## config.mk

```make
export PLATFORM = sky130hd
export DESIGN_NAME = scanline_gradient_peak_edge_detector_flat
export DESIGN_NICKNAME = d
export VERILOG_FILES = /design/src/hdl/sgped_pkg.sv /design/src/hdl/sgped_if.sv /design/src/hdl/scanline_gradient_peak_edge_detector.sv /design/src/flat_wrapper.sv
export SDC_FILE = /design/constraint.sdc
export NUM_CORES = 1
export LEC_CHECK = 0
export ABC_AREA = 1
export ABC_CLOCK_PERIOD_IN_PS = 16300
export BUFFER_PORTS_ARGS = -buffer_cell sky130_fd_sc_hd__buf_2
export CORE_MARGIN = 8
export CORE_UTILIZATION = 35
export DETAILED_ROUTE_END_ITERATION = 16
export HOLD_SLACK_MARGIN = 0.1
export SYNTH_ARGS = -nofsm -noshare
export SYNTH_HDL_FRONTEND = slang
export SYNTH_SLANG_ARGS = --single-unit
export TNS_END_PERCENT = 20
```

## constraint.sdc

```tcl
create_clock -name clock -period 16.3 [get_ports clock]
set_input_delay 1.63 -clock clock [delete_from_list [all_inputs] [get_ports clock]]
set_output_delay 1.63 -clock clock [all_outputs]
set_load 0.02 [all_outputs]
```

## src/hdl/sgped_pkg.sv

```systemverilog
// sgped_pkg: widths, register indexes and shared types for the scanline
// gradient peak edge detector. No dependencies.
`default_nettype none

package sgped_pkg;

   localparam int LUMA_BITS  = 8;
   localparam int GRAD_BITS  = 10;
   localparam int COUNT_BITS = 6;
   localparam int CSR_IDX_BITS  = 2;
   localparam int CSR_DATA_BITS = 8;

   typedef logic [CSR_IDX_BITS-1:0] csr_idx_type;

   localparam csr_idx_type CSR_EDGE_THRESHOLD = 2'd0;
   localparam csr_idx_type CSR_MAX_EDGES      = 2'd1;

   typedef logic        [LUMA_BITS-1:0]  luma_type;
   typedef logic signed [GRAD_BITS-1:0]  grad_type;
   typedef logic        [COUNT_BITS-1:0] count_type;

endpackage

`default_nettype wire

```

## src/hdl/sgped_if.sv

```systemverilog
// sgped_if: valid/ready channel interfaces for samples, edges and register writes.
// Depends on sgped_pkg.
`default_nettype none

interface sgped_req_if #(
   parameter int COORD_BITS = 10
);
   logic                           valid;
   logic                           ready;
   sgped_pkg::luma_type            luma;
   logic                           is_field_green;
   logic [COORD_BITS-1:0]          pos_x;
   logic [COORD_BITS-1:0]          pos_y;
   logic                           line_start;

   modport source (output valid, luma, is_field_green, pos_x, pos_y, line_start,
                   input ready);
   modport sink   (input valid, luma, is_field_green, pos_x, pos_y, line_start,
                   output ready);
endinterface

interface sgped_rsp_if #(
   parameter int COORD_BITS = 10
);
   logic                           valid;
   logic                           ready;
   logic [COORD_BITS-1:0]          edge_x;
   logic [COORD_BITS-1:0]          edge_y;
   sgped_pkg::grad_type            edge_strength;
   logic                           budget_full;

   modport source (output valid, edge_x, edge_y, edge_strength, budget_full,
                   input ready);
   modport sink   (input valid, edge_x, edge_y, edge_strength, budget_full,
                   output ready);
endinterface

interface sgped_csr_if;
   logic                                    valid;
   logic                                    ready;
   sgped_pkg::csr_idx_type                  index;
   logic [sgped_pkg::CSR_DATA_BITS-1:0]     data;

   modport source (output valid, index, data, input ready);
   modport sink   (input valid, index, data, output ready);
endinterface

`default_nettype wire

```

## src/hdl/scanline_gradient_peak_edge_detector.sv

```systemverilog
// Top level of the scanline gradient peak edge detector.
// Depends on sgped_pkg and the channel interfaces in sgped_if.
//
// Samples enter one per clock: a beat on req_bus is taken into an input
// register, the gradient, hysteresis and budget logic run on that register
// and any edge lands in the result register. The per-line state (last luma,
// extremes, peak position, edge count) is updated as the sample leaves the
// input register, which lets a new sample follow every cycle; only a stalled
// rsp_bus holding an edge holds the pipeline. Samples before the first
// line_start are dropped, and once max_edges edges are out the line is idle
// until the next line_start. Register writes on csr_bus are always taken and
// apply from the next sample.
`default_nettype none

module scanline_gradient_peak_edge_detector #(
   parameter int COORD_BITS = 10
) (
   input  wire logic clock,
   input  wire logic reset,
   sgped_req_if.sink   req_bus,
   sgped_rsp_if.source rsp_bus,
   sgped_csr_if.sink   csr_bus
);
   import sgped_pkg::*;

   typedef logic [COORD_BITS-1:0] coord_type;

   // configuration
   luma_type  threshold_ff, threshold_in;
   count_type max_edges_ff, max_edges_in;

   // input register
   logic      s1_valid_ff, s1_valid_in;
   luma_type  s1_luma_ff;
   logic      s1_green_ff;
   coord_type s1_x_ff, s1_y_ff;
   logic      s1_start_ff;

   // line state
   logic      stopped_ff, stopped_in;
   luma_type  last_luma_ff, last_luma_in;
   logic      was_green_ff, was_green_in;
   grad_type  grad_max_ff, grad_max_in;
   grad_type  grad_min_ff, grad_min_in;
   coord_type peak_x_ff, peak_x_in;
   coord_type peak_y_ff, peak_y_in;
   coord_type prev_x_ff, prev_x_in;
   coord_type prev_y_ff, prev_y_in;
   count_type count_ff, count_in;

   // result register
   logic      out_valid_ff, out_valid_in;
   coord_type out_x_ff, out_y_ff;
   grad_type  out_strength_ff;
   logic      out_full_ff;

   logic      out_free, s1_adv, req_take;
   grad_type  thr_s, neg_thr, grad_raw, grad;
   grad_type  max_a, min_a, strength;
   logic      go_up, go_dn, fire_lo, fire_hi, fire, room, emit;
   logic [COORD_BITS:0] sum_x, sum_y;
   coord_type mid_x, mid_y;
   count_type count_inc;

   assign out_free = !out_valid_ff || rsp_bus.ready;
   assign s1_adv   = s1_valid_ff && out_free;
   assign req_bus.ready = !s1_valid_ff || out_free;
   assign req_take = req_bus.valid && req_bus.ready;
   assign csr_bus.ready = 1'b1;

   assign rsp_bus.valid         = out_valid_ff;
   assign rsp_bus.edge_x        = out_x_ff;
   assign rsp_bus.edge_y        = out_y_ff;
   assign rsp_bus.edge_strength = out_strength_ff;
   assign rsp_bus.budget_full   = out_full_ff;

   // gradient and hysteresis
   always_comb begin
      thr_s    = grad_type'({2'b00, threshold_ff});
      neg_thr  = -thr_s;
      grad_raw = grad_type'({2'b00, s1_luma_ff}) - grad_type'({2'b00, last_luma_ff});
      grad     = (was_green_ff && !s1_green_ff) ? thr_s + grad_type'(1) : grad_raw;
      go_up    = grad > grad_max_ff;
      fire_lo  = go_up && (grad_min_ff < neg_thr);
      max_a    = go_up ? grad : grad_max_ff;
      min_a    = go_up ? thr_s : grad_min_ff;
      go_dn    = grad < min_a;
      fire_hi  = go_dn && (max_a > thr_s);
      fire     = fire_lo || fire_hi;
      room     = count_ff < max_edges_ff;
      emit     = s1_adv && !s1_start_ff && !stopped_ff && fire && room;
      strength = fire_lo ? grad_min_ff : grad_max_ff;
      count_inc = count_ff + count_type'(1);
      sum_x    = {1'b0, prev_x_ff} + {1'b0, s1_x_ff};
      sum_y    = {1'b0, prev_y_ff} + {1'b0, s1_y_ff};
      mid_x    = sum_x[COORD_BITS:1];
      mid_y    = sum_y[COORD_BITS:1];
   end

   // next state
   always_comb begin
      threshold_in = threshold_ff;
      max_edges_in = max_edges_ff;
      if (csr_bus.valid) begin
         unique case (csr_bus.index)
            CSR_EDGE_THRESHOLD: threshold_in = csr_bus.data[LUMA_BITS-1:0];
            CSR_MAX_EDGES:      max_edges_in = csr_bus.data[COUNT_BITS-1:0];
            default: ;
         endcase
      end

      s1_valid_in  = req_take || (s1_valid_ff && !s1_adv);
      out_valid_in = s1_adv ? emit : (out_valid_ff && !rsp_bus.ready);

      stopped_in   = stopped_ff;
      last_luma_in = last_luma_ff;
      was_green_in = was_green_ff;
      grad_max_in  = grad_max_ff;
      grad_min_in  = grad_min_ff;
      peak_x_in    = peak_x_ff;
      peak_y_in    = peak_y_ff;
      prev_x_in    = prev_x_ff;
      prev_y_in    = prev_y_ff;
      count_in     = count_ff;

      if (s1_adv) begin
         if (s1_start_ff) begin
            stopped_in   = 1'b0;
            last_luma_in = s1_luma_ff;
            was_green_in = s1_green_ff;
            grad_max_in  = neg_thr;
            grad_min_in  = thr_s;
            peak_x_in    = s1_x_ff;
            peak_y_in    = s1_y_ff;
            prev_x_in    = s1_x_ff;
            prev_y_in    = s1_y_ff;
            count_in     = '0;
         end else if (!stopped_ff) begin
            if (fire && !room) begin
               stopped_in = 1'b1;
            end else begin
               last_luma_in = s1_luma_ff;
               was_green_in = s1_green_ff;
               grad_max_in  = go_dn ? neg_thr : max_a;
               grad_min_in  = go_dn ? grad : min_a;
               if (go_up || go_dn) begin
                  peak_x_in = mid_x;
                  peak_y_in = mid_y;
               end
               prev_x_in = s1_x_ff;
               prev_y_in = s1_y_ff;
               if (fire) begin
                  count_in = count_inc;
               end
            end
         end
      end
   end

   always_ff @(posedge clock) begin
      if (reset) begin
         threshold_ff <= LUMA_BITS'(16);
         max_edges_ff <= COUNT_BITS'(63);
         s1_valid_ff  <= 1'b0;
         out_valid_ff <= 1'b0;
         stopped_ff   <= 1'b1;
      end else begin
         threshold_ff <= threshold_in;
         max_edges_ff <= max_edges_in;
         s1_valid_ff  <= s1_valid_in;
         out_valid_ff <= out_valid_in;
         stopped_ff   <= stopped_in;
      end
   end

   always_ff @(posedge clock) begin
      if (req_take) begin
         s1_luma_ff  <= req_bus.luma;
         s1_green_ff <= req_bus.is_field_green;
         s1_x_ff     <= req_bus.pos_x;
         s1_y_ff     <= req_bus.pos_y;
         s1_start_ff <= req_bus.line_start;
      end
      if (emit) begin
         out_x_ff        <= peak_x_ff;
         out_y_ff        <= peak_y_ff;
         out_strength_ff <= strength;
         out_full_ff     <= (count_inc == max_edges_ff);
      end
      last_luma_ff <= last_luma_in;
      was_green_ff <= was_green_in;
      grad_max_ff  <= grad_max_in;
      grad_min_ff  <= grad_min_in;
      peak_x_ff    <= peak_x_in;
      peak_y_ff    <= peak_y_in;
      prev_x_ff    <= prev_x_in;
      prev_y_ff    <= prev_y_in;
      count_ff     <= count_in;
   end

endmodule

`default_nettype wire
```

## src/flat_wrapper.sv

```systemverilog
// flat-port wrapper written by rule: the top's interface ports become plain ports
module scanline_gradient_peak_edge_detector_flat import sgped_pkg::*;
#(
   parameter int COORD_BITS = 10
)
  (clock, reset, req_bus_valid, req_bus_luma, req_bus_is_field_green, req_bus_pos_x, req_bus_pos_y, req_bus_line_start, req_bus_ready, rsp_bus_valid, rsp_bus_edge_x, rsp_bus_edge_y, rsp_bus_edge_strength, rsp_bus_budget_full, rsp_bus_ready, csr_bus_valid, csr_bus_index, csr_bus_data, csr_bus_ready);
  sgped_req_if #(.COORD_BITS(COORD_BITS)) req_bus_i ();
  sgped_rsp_if #(.COORD_BITS(COORD_BITS)) rsp_bus_i ();
  sgped_csr_if csr_bus_i ();
  input  wire logic clock;
  input  wire logic reset;
  input wire logic [$bits(req_bus_i.valid)-1:0] req_bus_valid;
  input wire logic [$bits(req_bus_i.luma)-1:0] req_bus_luma;
  input wire logic [$bits(req_bus_i.is_field_green)-1:0] req_bus_is_field_green;
  input wire logic [$bits(req_bus_i.pos_x)-1:0] req_bus_pos_x;
  input wire logic [$bits(req_bus_i.pos_y)-1:0] req_bus_pos_y;
  input wire logic [$bits(req_bus_i.line_start)-1:0] req_bus_line_start;
  output wire logic [$bits(req_bus_i.ready)-1:0] req_bus_ready;
  output wire logic [$bits(rsp_bus_i.valid)-1:0] rsp_bus_valid;
  output wire logic [$bits(rsp_bus_i.edge_x)-1:0] rsp_bus_edge_x;
  output wire logic [$bits(rsp_bus_i.edge_y)-1:0] rsp_bus_edge_y;
  output wire logic [$bits(rsp_bus_i.edge_strength)-1:0] rsp_bus_edge_strength;
  output wire logic [$bits(rsp_bus_i.budget_full)-1:0] rsp_bus_budget_full;
  input wire logic [$bits(rsp_bus_i.ready)-1:0] rsp_bus_ready;
  input wire logic [$bits(csr_bus_i.valid)-1:0] csr_bus_valid;
  input wire logic [$bits(csr_bus_i.index)-1:0] csr_bus_index;
  input wire logic [$bits(csr_bus_i.data)-1:0] csr_bus_data;
  output wire logic [$bits(csr_bus_i.ready)-1:0] csr_bus_ready;
  assign req_bus_i.valid = req_bus_valid;
  assign req_bus_i.luma = req_bus_luma;
  assign req_bus_i.is_field_green = req_bus_is_field_green;
  assign req_bus_i.pos_x = req_bus_pos_x;
  assign req_bus_i.pos_y = req_bus_pos_y;
  assign req_bus_i.line_start = req_bus_line_start;
  assign req_bus_ready = req_bus_i.ready;
  assign rsp_bus_valid = rsp_bus_i.valid;
  assign rsp_bus_edge_x = rsp_bus_i.edge_x;
  assign rsp_bus_edge_y = rsp_bus_i.edge_y;
  assign rsp_bus_edge_strength = rsp_bus_i.edge_strength;
  assign rsp_bus_budget_full = rsp_bus_i.budget_full;
  assign rsp_bus_i.ready = rsp_bus_ready;
  assign csr_bus_i.valid = csr_bus_valid;
  assign csr_bus_i.index = csr_bus_index;
  assign csr_bus_i.data = csr_bus_data;
  assign csr_bus_ready = csr_bus_i.ready;
  scanline_gradient_peak_edge_detector #(.COORD_BITS(COORD_BITS)) u_core (.clock(clock), .reset(reset), .req_bus(req_bus_i), .rsp_bus(rsp_bus_i), .csr_bus(csr_bus_i));
endmodule
```

== Yosys cells after proc, flatten, opt, wreduce, memory -nomap -nowiden ==
Cells that the tools add are included.
Cells by class
  add/subtract/negate cells: 6
  eq/ne operators: 4
  muxes and demuxes: 39
  magnitude comparators: 5
  reductions and logical operators: 33
Operator list (count)
  $mux W10: 25
  $mux W8: 4
  $add A10 B10 Y11: 2
  $lt A10 B10 Y1: 2
  $mux W6: 3
  $logic_and A1 B1 Y1: 12
  $gt A10 B10 Y1: 1
  $gt A10 B9 Y1: 1
  $neg A8 Y10: 1
  $add A8 B1 Y9 const B: 1
  $sub A8 B8 Y9: 1
  $logic_not A1 Y1: 8
  $reduce_and A4 Y1: 2
  $mux W1: 7
  $add A6 B1 Y6 const B: 1
  $eq A6 B6 Y1: 1
  $lt A6 B6 Y1: 1
  $logic_or A1 B1 Y1: 5
  $ne A2 B1 Y1 const B: 2
  $reduce_and A2 Y1: 2
  $reduce_bool A2 Y1: 2
  $reduce_and A3 Y1: 1
  $eq A2 B1 Y1 const B: 1
  $logic_not A2 Y1: 1
Storage, ports and cells
  bits of input ports: 45
  register bits: 153
  output and inout bits: 34

== Depth between registers and ports, before layout ==
  word-level depth: 12
  depth in mapped cells: 37
  mapped depth without buffers: 36

== Least setup slack after synthesis ==
No wires, ideal clock.
  path kind: flip-flop to flip-flop
  from: reg u_core.s1_luma_ff[0]
  to: reg u_core.grad_max_ff[0] (enable)
  cell stages (with the launch flop): 34
  slack: 10349 ps
  period minus slack after synthesis: 5951 ps
  arrival time: 5548 ps
  buffers on the path: 1
  setup time: 403 ps
  path through: edfxtp_1 -> inv_1 -> ha_1 -> inv_1 -> fa_1 -> nand3_1 -> nand2_1 -> a21oi_1 -> o21ai_0 -> or2_2 -> a32o_1 -> ha_1 -> nand2_1 -> nor2_4 -> nand2_1 -> nand3_1 -> nand2_1 -> nand3_4 -> inv_1 -> clkbuf_1 -> nand2_1 -> o21ai_0 -> ha_1 -> a21oi_1 -> o21ai_0 -> nand3_1 -> a21oi_1 -> a211oi_1 -> nand3_2 -> nand3_1 -> nand2_1 -> nand2_1 -> nand2_1 -> inv_1
On the way
  cells in the longest elaborated chain, start to end: 10
Ends and longest elaborated chain
  start, declared: line scanline_gradient_peak_edge_detector.sv:34  | luma_type s1_luma_ff;
  start signal, assigned: line scanline_gradient_peak_edge_detector.sv:178  | s1_luma_ff <= req_bus.luma;
  $sub A8 B8 Y9 (*): line scanline_gradient_peak_edge_detector.sv:81  | grad_raw = grad_type'({2'b00, s1_luma_ff}) - grad_type'({2'b00, last_luma_ff});
  $mux W10 (*): line scanline_gradient_peak_edge_detector.sv:82  | grad = (was_green_ff && !s1_green_ff) ? thr_s + grad_type'(1) : grad_raw;
  $gt A10 B10 Y1: line scanline_gradient_peak_edge_detector.sv:83  | go_up = grad > grad_max_ff;
  $mux W10 (on tied branches): line scanline_gradient_peak_edge_detector.sv:86, scanline_gradient_peak_edge_detector.sv:85
  $lt A10 B10 Y1 / $gt A10 B9 Y1 (equally long branches): line scanline_gradient_peak_edge_detector.sv:87, scanline_gradient_peak_edge_detector.sv:88
  $logic_and A1 B1 Y1: line scanline_gradient_peak_edge_detector.sv:88  | fire_hi = go_dn && (max_a > thr_s);
  $logic_or A1 B1 Y1 (*): line scanline_gradient_peak_edge_detector.sv:89  | fire = fire_lo || fire_hi;
  $logic_and A1 B1 Y1 (*): line scanline_gradient_peak_edge_detector.sv:139  | if (fire && !room) begin
  $ne A2 B1 Y1 (no source line) (*)
  $reduce_and A3 Y1 (no source line) (*)
  end signal, assigned: line scanline_gradient_peak_edge_detector.sv:192  | grad_max_ff <= grad_max_in;
  end, declared: line scanline_gradient_peak_edge_detector.sv:43  | grad_type grad_max_ff, grad_max_in;
Mark *: on every way between the ends. The rest lies on a longest branch, timed or not.
A chain may end at the register's enable or synchronous reset.

== Worst setup path in the final report ==
  from: reg u_core.s1_luma_ff[0]
  to: reg u_core.last_luma_ff[0] (enable)
On the way
  cells in the longest elaborated chain, start to end: 10
Ends and longest elaborated chain
  $sub A8 B8 Y9 (*): line scanline_gradient_peak_edge_detector.sv:81
  $mux W10 (*): line scanline_gradient_peak_edge_detector.sv:82
  $gt A10 B10 Y1: line scanline_gradient_peak_edge_detector.sv:83
  $mux W10 (on tied branches): line scanline_gradient_peak_edge_detector.sv:86, scanline_gradient_peak_edge_detector.sv:85
  $lt A10 B10 Y1 / $gt A10 B9 Y1 (equally long branches): line scanline_gradient_peak_edge_detector.sv:87, scanline_gradient_peak_edge_detector.sv:88
  $logic_and A1 B1 Y1: line scanline_gradient_peak_edge_detector.sv:88
  $logic_or A1 B1 Y1 (*): line scanline_gradient_peak_edge_detector.sv:89
  $logic_and A1 B1 Y1 (*): line scanline_gradient_peak_edge_detector.sv:139
  $ne A2 B1 Y1 (no source line) (*)
  $reduce_and A3 Y1 (no source line) (*)
  end signal, assigned: line scanline_gradient_peak_edge_detector.sv:190  | last_luma_ff <= last_luma_in;
  end, declared: line scanline_gradient_peak_edge_detector.sv:41  | luma_type last_luma_ff, last_luma_in;
Marked as above.

==> flow_metrics.py <==
metrics = {
    "global_route": {
        "grt_start_max_net_pins": 50,
        "grt_overflow_total": 0,
        "antenna_found_initial": 0,
        "grt_use_met2_pct": 21.0,
        "top_usage_layer": "met2",
        "met3_usage_pct": 3.36,
        "grt_use_total_pct": 13.4,
        "grt_use_met1_pct": 17.4,
        "grt_pass1_wl_mm": 30.0,
        "grt_pass1_vias": 5733,
    },
    "logic_synthesis": {
        "synth_ff_type": "edfxtp_1",
        "yosysTopAreaCell": "edfxtp_1",
        "ys_async_sr_fraction_pct": 0,
        "synthTopCellsByArea": "edfxtp_1 (49%), ha_1 (11%), nand2_1 (7.3%), inv_1 (4.5%), dfxtp_1 (4.1%)",
        "synth_seq_cells": 153,
        "syn_nets": 943,
        "synth.distinct_cells": 51,
        "synth_top_area_share_pct": 49.3,
        "synth-edff-count": 136,
        "synth-seq-area-share_pct": 53.4,
        "ys_warn_count": 0,
        "syn-cell-area_mm2": 0.00828,
        "postSynthAreaPerCell_um2": 10.1,
        "syn_inst": 823,
    },
    "clock_network": {
        "insertion_delay_ps": 420,
        "post-cts-setup-buffer-count": 0,
        "clock_path_buffers": 2,
        "cts_resized": 0,
        "cts_hold_buf": 0,
        "htreeDepth": 4,
        "cts_buffers": 17,
        "cts_tree": "built",
        "clockRootBuffer": "clkbuf_16",
        "clkTransAtPathRegs_ps": 70,
        "clock_sinks": 153,
    },
    "layout": {
        "num_antenna_cells": 0,
        "nets": 1022,
        "layout-drive-gt1-share_pct": 16.9,
        "finalNonFillerCells": 1234,
        "area_growth_pct": 15.6,
    },
    "setup_path": {
        "rr_startpoint": "u_core.s1_luma_ff[0]",
        "max_stage_delay_ps": 830,
        "critPathLaunch": "u_core.s1_luma_ff[0]",
        "path_class": "reg -> reg",
        "cp-end-kind": "register",
        "cp_slowest_cell": "inv_2",
        "cp.arrival_ps": 6730,
        "path_max_fanout": 49,
        "cp_common_cell": "nand2_1",
        "worstSetupStartpointType": "register",
        "required_ps": 16330,
    },
    "die": {
        "die_y_um": 170,
        "ios": 79,
        "initial_utilization_pct": 35.5,
        "dieArea_mm2": 0.0288,
        "core_mm2": 0.0233,
        "placementRows": 56,
        "fp.dieW_um": 170,
    },
    "placed_design": {
        "dp_hpwl_mm": 14.0,
        "post-place-cells": 1202,
        "gp_congestion": 0.889,
        "portBuffers": 77,
    },
    "timing": {
        "period_minus_slack_ps": 6700,
        "timing_max_transition_violations_final": 0,
        "worst_slew_pin_slew_ps": 1110,
        "clock_skew_ps": 12.1,
        "rsz0062_at_grt": "no",
        "setup_viol": 0,
        "final.setup.tns_ps": 0,
        "relSlewSlack_pct": 25.8,
        "fin_crit_sh_pct": 41.1,
        "final-hold-violation-count": 0,
        "clock.fmax_mhz": 149,
    },
    "worst_hold_path": {
        "hold_start": "u_core.peak_y_ff[4]",
        "worst_hold_path_type": "reg -> reg",
    },
    "routing": {
        "firstDrtPassIters": 5,
        "vias_per_cell": 4.78,
        "wl_per_cell_um": 15.1,
        "antenna_left": 0,
        "wl_mm": 18.6,
        "drc": 0,
        "drtIter0Drc": 522,
        "vias": 5893,
    },
    "run_status": {
        "status": "finished clean",
    },
    "power": {
        "power-per-cell-area_mw_per_mm2": 119,
        "p_seq_share_pct": 41.5,
        "p_comb_share_pct": 24.2,
        "p_sw_mw": 0.370,
        "power.internal_mw": 0.772,
        "p_sw_share_pct": 32.4,
        "peakVddDrop_mv": 0.0771,
        "p_clk_share_pct": 34.3,
        "leakage_nw": 4.11,
        "finalPower_mw": 1.14,
    },
    "run": {
        "cap_violations": 0,
    },
}
## synthesized netlist by cell type (2+ instances only)
master      n
nand2_1   161
edfxtp_1  136
inv_1      99
ha_1       72
nor2_1     61
o21ai_0    60
a21oi_1    55
clkbuf_1   17
dfxtp_1    17
nand3_1    17
o21ai_1    14
xor2_1     11
nor3_1      9
o21ai_2     9
o211ai_1    7
o211ai_2    6
nand2_2     5
nand4_1     5
or2_2       5
xnor2_1     5
a22o_1      4
a31oi_1     4
fa_1        3
inv_2       3
nand2_4     3
nand3_2     3
o21bai_1    3
a21o_1      2
a31o_2      2
buf_6       2
o21a_1      2
or2_1       2
## layout by cell type (no fill, tap or decap), types with 2 or more instances in the layout
cell	Yosys	layout
a21o_1	2	2
a21oi_1	55	55
a22o_1	4	4
a31o_2	2	2
a31oi_1	4	4
buf_2	0	77
buf_4	1	4
clkbuf_16	0	17
clkinv_1	1	3
clkinv_4	0	4
clkinv_8	0	2
dfxtp_1	17	17
edfxtp_1	136	136
fa_1	3	3
ha_1	72	72
inv_1	99	98
inv_2	3	4
inv_6	1	4
inv_8	0	2
nand2_1	161	161
nand2_2	5	5
nand2_4	3	3
nand3_1	17	17
nand3_2	3	3
nand4_1	5	5
nor2_1	61	60
nor2_2	1	2
nor3_1	9	9
o211ai_1	7	7
o211ai_2	6	6
o21a_1	2	2
o21ai_0	60	60
o21ai_1	14	14
o21ai_2	9	9
o21bai_1	3	3
or2_1	2	2
or2_2	5	5
xnor2_1	5	5
xor2_1	11	11
## layer usage
layer  routed length [um]  part of all wire, %
met2                 8510                   46
met3                 1120                  6.0
met4                  319                  1.7
met1                 8650                   47
met5                    0                    0
## cell type report
| cell class | instances | area (um^2) |
|---|---|---|
| well taps | 319 | 399 |
| clock buffers | 17 | 425 |
| fillers | 2274 | 13800 |
| flip-flops and latches | 153 | 4420 |
| multi-input cells | 545 | 3350 |
| clock inverters | 15 | 161 |
| repair buffers | 81 | 415 |
| inverters | 104 | 395 |
## power groups by stage
stage	Combinational, mW	Sequential (mW)	Clock [mW]
floorplan	0.221	0.478	0
global placement	0.272	0.483	0
detailed placement	0.275	0.483	0
CTS	0.276	0.475	0.402
global route	0.318	0.477	0.415
finish	0.276	0.474	0.391
## cells by family after synthesis
kind of cell | Yosys count | share of synthesized area, %
other | 1 | 0.0453
AND/OR/NAND/NOR | 276 | 14.3
XOR/XNOR | 16 | 1.69
buffers and inverters | 125 | 6.15
AO/OA/AOI/OAI | 177 | 12.8
adder cells (fa/ha/maj) | 75 | 11.6
flip-flops | 153 | 53.4
## worst paths after layout
kind | to | slack [ps] | depth (start not counted)
setup reg to reg | u_core.last_luma_ff[0] | 9600 | 31
hold reg to reg | u_core.rsp_bus.edge_y[4] | 420 | 0
setup / recovery | u_core.last_luma_ff[0] | 9600 | 31
hold / removal | u_core.rsp_bus.edge_y[4] | 420 | 0
## stage by stage
stage / hold WS (ps) / worst slack (ps) / utilization [%] / cell area (um^2)
final: 416 / 9600 / 41.0 / 9570
after global placement: 404 / 9820 / 38.5 / 8990
after floorplan: 400 / 10350 / - / 8280
after detailed placement: 405 / 9660 / 38.5 / 8990
after CTS: 415 / 9640 / 41.0 / 9570
after global routing: 427 / 8920 / 41.0 / 9570
## worst max-delay path, delay by kind of cell (launching register included)
family,cells,cell delay [ps]
flip-flops,1,390
AO/OA/AOI/OAI,8,1430
AND/OR/NAND/NOR,15,1830
buffers and inverters,4,1480
adder cells (fa/ha/maj),4,1170
No activity file was read; power rests on OpenSTA's default activity.
